[config.mk]
export PLATFORM = sky130hd
export DESIGN_NAME = mse_ram
export DESIGN_NICKNAME = d
export VERILOG_FILES = /design/src/rtl/assert_macros.svh /design/src/rtl/mse_ram.sv
export SDC_FILE = /design/constraint.sdc
export NUM_CORES = 1
export LEC_CHECK = 0
export ABC_AREA = 0
export BUFFER_PORTS_ARGS = -buffer_cell sky130_fd_sc_hd__buf_4
export CAP_MARGIN = 20
export CORE_MARGIN = 3
export CORE_UTILIZATION = 45
export CTS_BUF_LIST = sky130_fd_sc_hd__clkbuf_4
export DETAILED_ROUTE_END_ITERATION = 6
export PLACE_DENSITY = 0.56
export SETUP_SLACK_MARGIN = 0.4
export SLEW_MARGIN = 20
export SYNTH_ARGS = -nofsm -noshare
export SYNTH_HDL_FRONTEND = slang
export SYNTH_SLANG_ARGS = --single-unit
export TNS_END_PERCENT = 1
[constraint.sdc]
create_clock -name clk -period 7.9 [get_ports clk]
set_input_delay 0.79 -clock clk [delete_from_list [all_inputs] [get_ports clk]]
set_output_delay 0.79 -clock clk [all_outputs]
set_load 0.02 [all_outputs]
[src/rtl/assert_macros.svh]
// Assertion macros used by the top level of the execute-step core.
`ifndef ASSERT_MACROS_SVH
`define ASSERT_MACROS_SVH

// Same-cycle implication, disabled while reset is asserted.
`define ASSERT_IMPLY(label, clk, rst_n, ante, cons) \
    label: assert property (@(posedge clk) disable iff (!rst_n) (ante) |-> (cons)) \
        else $error("same-cycle implication check failed");

// Next-cycle implication, disabled while reset is asserted.
`define ASSERT_NEXT(label, clk, rst_n, ante, cons) \
    label: assert property (@(posedge clk) disable iff (!rst_n) (ante) |=> (cons)) \
        else $error("next-cycle implication check failed");

`endif

[src/rtl/mse_ram.sv]
// Generic simple dual-port RAM with one write port and one registered read port.
`default_nettype none

module mse_ram #(
    parameter int WIDTH = 32,
    parameter int DEPTH = 32
) (
    input  wire logic                     clk,
    input  wire logic                     we,
    input  wire logic [$clog2(DEPTH)-1:0] waddr,
    input  wire logic [WIDTH-1:0]         wdata,
    input  wire logic                     re,
    input  wire logic [$clog2(DEPTH)-1:0] raddr,
    output      logic [WIDTH-1:0]         rdata
);

    logic [WIDTH-1:0] mem_reg [DEPTH];
    logic [WIDTH-1:0] rdata_reg;

    // A read at the address being written returns the old contents.
    always_ff @(posedge clk)
    begin
        if (we)
        begin
            mem_reg[waddr] <= wdata;
        end
        if (re)
        begin
            rdata_reg <= mem_reg[raddr];
        end
    end

    assign rdata = rdata_reg;

endmodule

`default_nettype wire

==> results.md <==
* Outcome: completed
* CP max FO at 1
* Post-layout min period at between 2000 and 3000 ps
* Top sig layer: met5
* # rows at approximately 110
* M1 WL at roughly 46 mm
* Met2 WL at roughly 52 mm
* Rel. slew slack at 0.215
* Setup violations, final at 0
* Maximum clock frequency at 0.379 GHz
* Top cell type's share of synthesized area at 0.777
* DR vias at approximately 22000
* CP max stage delay at 540 ps
* Hold endpoint: mem_reg[23][13]
* CP Launch Type: flop
* FF-to-FF Start: mem_reg[1][5]
* Die height at a little over 300 µm
* Peak supply drop at about 0.16 mV
* Crit. End Element: output pin
* Max Cap Viol at 0
* CTS H-Tree Depth at 5
* All-layer global routing usage at 0.228
* Synth area leader: edfxtp_1
* Avg Inst Size Synth at between 15 and 20 µm²
* Clock skew at just under 70 ps
* Worst-Margin Slew at ~1200 ps
* Initial antenna violation count at 9
* # nets final at approximately 2600
* Vias in the first global route at ~23000
* 1st-pass router iterations at 5
* Clock buffer depth at 4
* CTS Buf Count at 293
* Initial Util at 0.457
* Reg2Reg Capture Point: rdata[5]
* CP Cell Sequence: buf_4
* Critical-path top delay cell: edfxtp_1
* Routed length per instance at approximately 28 µm
* Fin crit share at 0.334
* Routed met3 length at 7.37 mm
* Clock Sinks at 1056
* Post-route ant nets at 0
* Largest register FFs at about 1000
* Req. time, crit path at 7110 ps
* Wirelength, routed at between 100 and 150 mm
* Hold Crit Depth at 1
* Clk_lat worst skew at 1110 ps
* Final Hold Violating Endpoints at 0
* Count of cell types in the netlist at 24
* Leak at ~16 nW
* Initial drt markers at 2042
* Largest family of logic cells by synthesized area: multiplexers
* Area fraction in and, or, nand and nor cells after synthesis at 0.0308
* Grt total ovfl at 0
* Ys Warns at 0
* Final Wtd Congestion at 0.756
* Setup CP Type: reg2out
* RSZ-0062 raised after global routing: false
* Clock transition at path regs at around 60 ps
* Cell Area, Placed at between 40000 and 50000 µm²
* Post-synthesis register bit count at 1056
* Reg2Reg Setup Slack at approximately 6300 ps
* Synthesized Nets at between 2000 and 2500
* Root buffer cell: clkbuf_4
* Most common cell after layout, fill and taps aside: edfxtp_1
* Sequential share of the synthesized area at 0.777
* Hold Crit Class: in2reg
* DRC viols at 0
* Multiplexer share of the synthesized area at 0.126
* Via-to-Cell Ratio at between 5 and 6
* Min-delay src: wdata[13]
* DP Wirelength at 52.1 mm
* XOR/XNOR share of the synthesized area at 0
* Die Width at approximately 310 µm
* Post-Synth Adder-Cell Area at 0
* Die Footprint at between 90000 and 100000 µm²
* Power Density at 246 nW/µm²
* Input/output buffers at 76
* Postcts setup bufs at 0
* Core area at about 90000 µm²
* Post-cts resize count at 0
* Crit path DAT at between 1500 and 2000 ps
* Pin count of the biggest net entering global routing at 144
* Final WS setup at ~5300 ps
* I/O Pins at 77
* Mapped Area at between 40000 and 50000 µm²
* Synth Instances at ~2300
* CP delay by family, top: flip-flops
* Synth area leaders: edfxtp_1 78%, mux2i_1 13%, a22oi_1 1.8%
* Pre-CTS WS at 4250 ps
* Setup_tns at 0 ps
* Compound-Gate Fraction of Synth Area at 0.0481
* First-pass GRT wire length at 154 mm
* TritonCTS clock tree: yes
* Design area at 46300 µm²
* Fin Hold WS at 119 ps
* WP buf/inv at 1
* Share of layout cells above drive strength 1 at 0.216
* FF-to-FF path depth at 5
* Slew Limit Fails at 0
* Layout area overhead at 13.4%
* Commonest cells after routing, fill and taps aside: 1056 x edfxtp_1, 512 x mux2i_1, 412 x clkbuf_4, 116 x buf_4, 98 x nand3_1
-- per-layer routing --
layer	global-route usage	vias to the layer above
met2	0.369	826
met1	0.304	11468
li1	-	9779
met3	0.0553	173
met4	0.0786	6
met5	0	-
-- how the worst max path moves through the flow --
stage	endpoint	slack (ps)	start	cells after the start
3_5_place_dp	rdata[8]	4250	raddr[0]	7
4_1_cts	rdata[6]	5120	rdata[6]	1
5_1_grt	rdata[6]	5140	rdata[6]	1
6_report	rdata[6]	5260	rdata[6]	1
3_3_place_gp	rdata[8]	4240	raddr[0]	7
2_1_floorplan	mem_reg[12][0]	4680	waddr[1]	3
-- worst reg2reg max path, stage by stage (launching register included) --
cell      delay, ps
edfxtp_1        360
mux2i_1         140
a22o_1          160
nor3_1           50
a31oi_1         240
nand3_1         280
-- kinds of logic (layout without fill, tap and decap cells) --
family,Yosys count,after routing
buffers and inverters,127,594
other,0,3
muxes,512,512
DFF,1056,1056
and+or+nand+nor,277,277
AOI/OAI and AO/OA,288,288
-- cell usage after synthesis --
master and number:
or3b_2 3, nor2_1 34, buf_6 15, and2b_1 1, a22oi_1 96, and2_1 1
nor3_1 32, nand2_1 98, buf_2 26, nand2b_1 2, clkbuf_4 2, a22o_1 64
a21oi_1 96, buf_4 33, nand3_1 98, nor2b_1 1, or2_2 1, clkbuf_1 46
or3_1 1, buf_1 5, edfxtp_1 1056, nand3b_1 5, mux2i_1 512, a31oi_1 32
-- stage by stage --
| stage | instances | power [mW] | util |
|---|---|---|---|
| global placement | 3420 | 6.99 | 0.479 |
| floorplan | 2260 | 6.73 | - |
| detailed placement | 3421 | 7.01 | 0.480 |
| CTS | 3892 | 11.5 | 0.519 |
| global route | 3894 | 11.9 | 0.519 |
| finish | 3895 | 11.4 | 0.519 |
-- timing repair --
item,4_1_cts,5_1_grt
endpoints found under the setup margin,0,0
hold endpoints to repair,170,0
hold buffers,14,0
-- area by class of cell --
type,count,area [µm²]
fillers,7266,42900
well taps,1165,1460
multi-input cells,1077,8610
clock inverters,45,228
clock buffers,412,3090
repair buffers,137,1150
flip-flops and latches,1056,31700
diodes,3,7.51
-- power breakdown --
part	total (mW)	internal [mW]	switching, mW
Clock	4.50	2.43	2.07
Combinational	0.611	0.200	0.411
Sequential	6.28	6.25	0.0271
No activity file was read; power rests on OpenSTA's default activity.
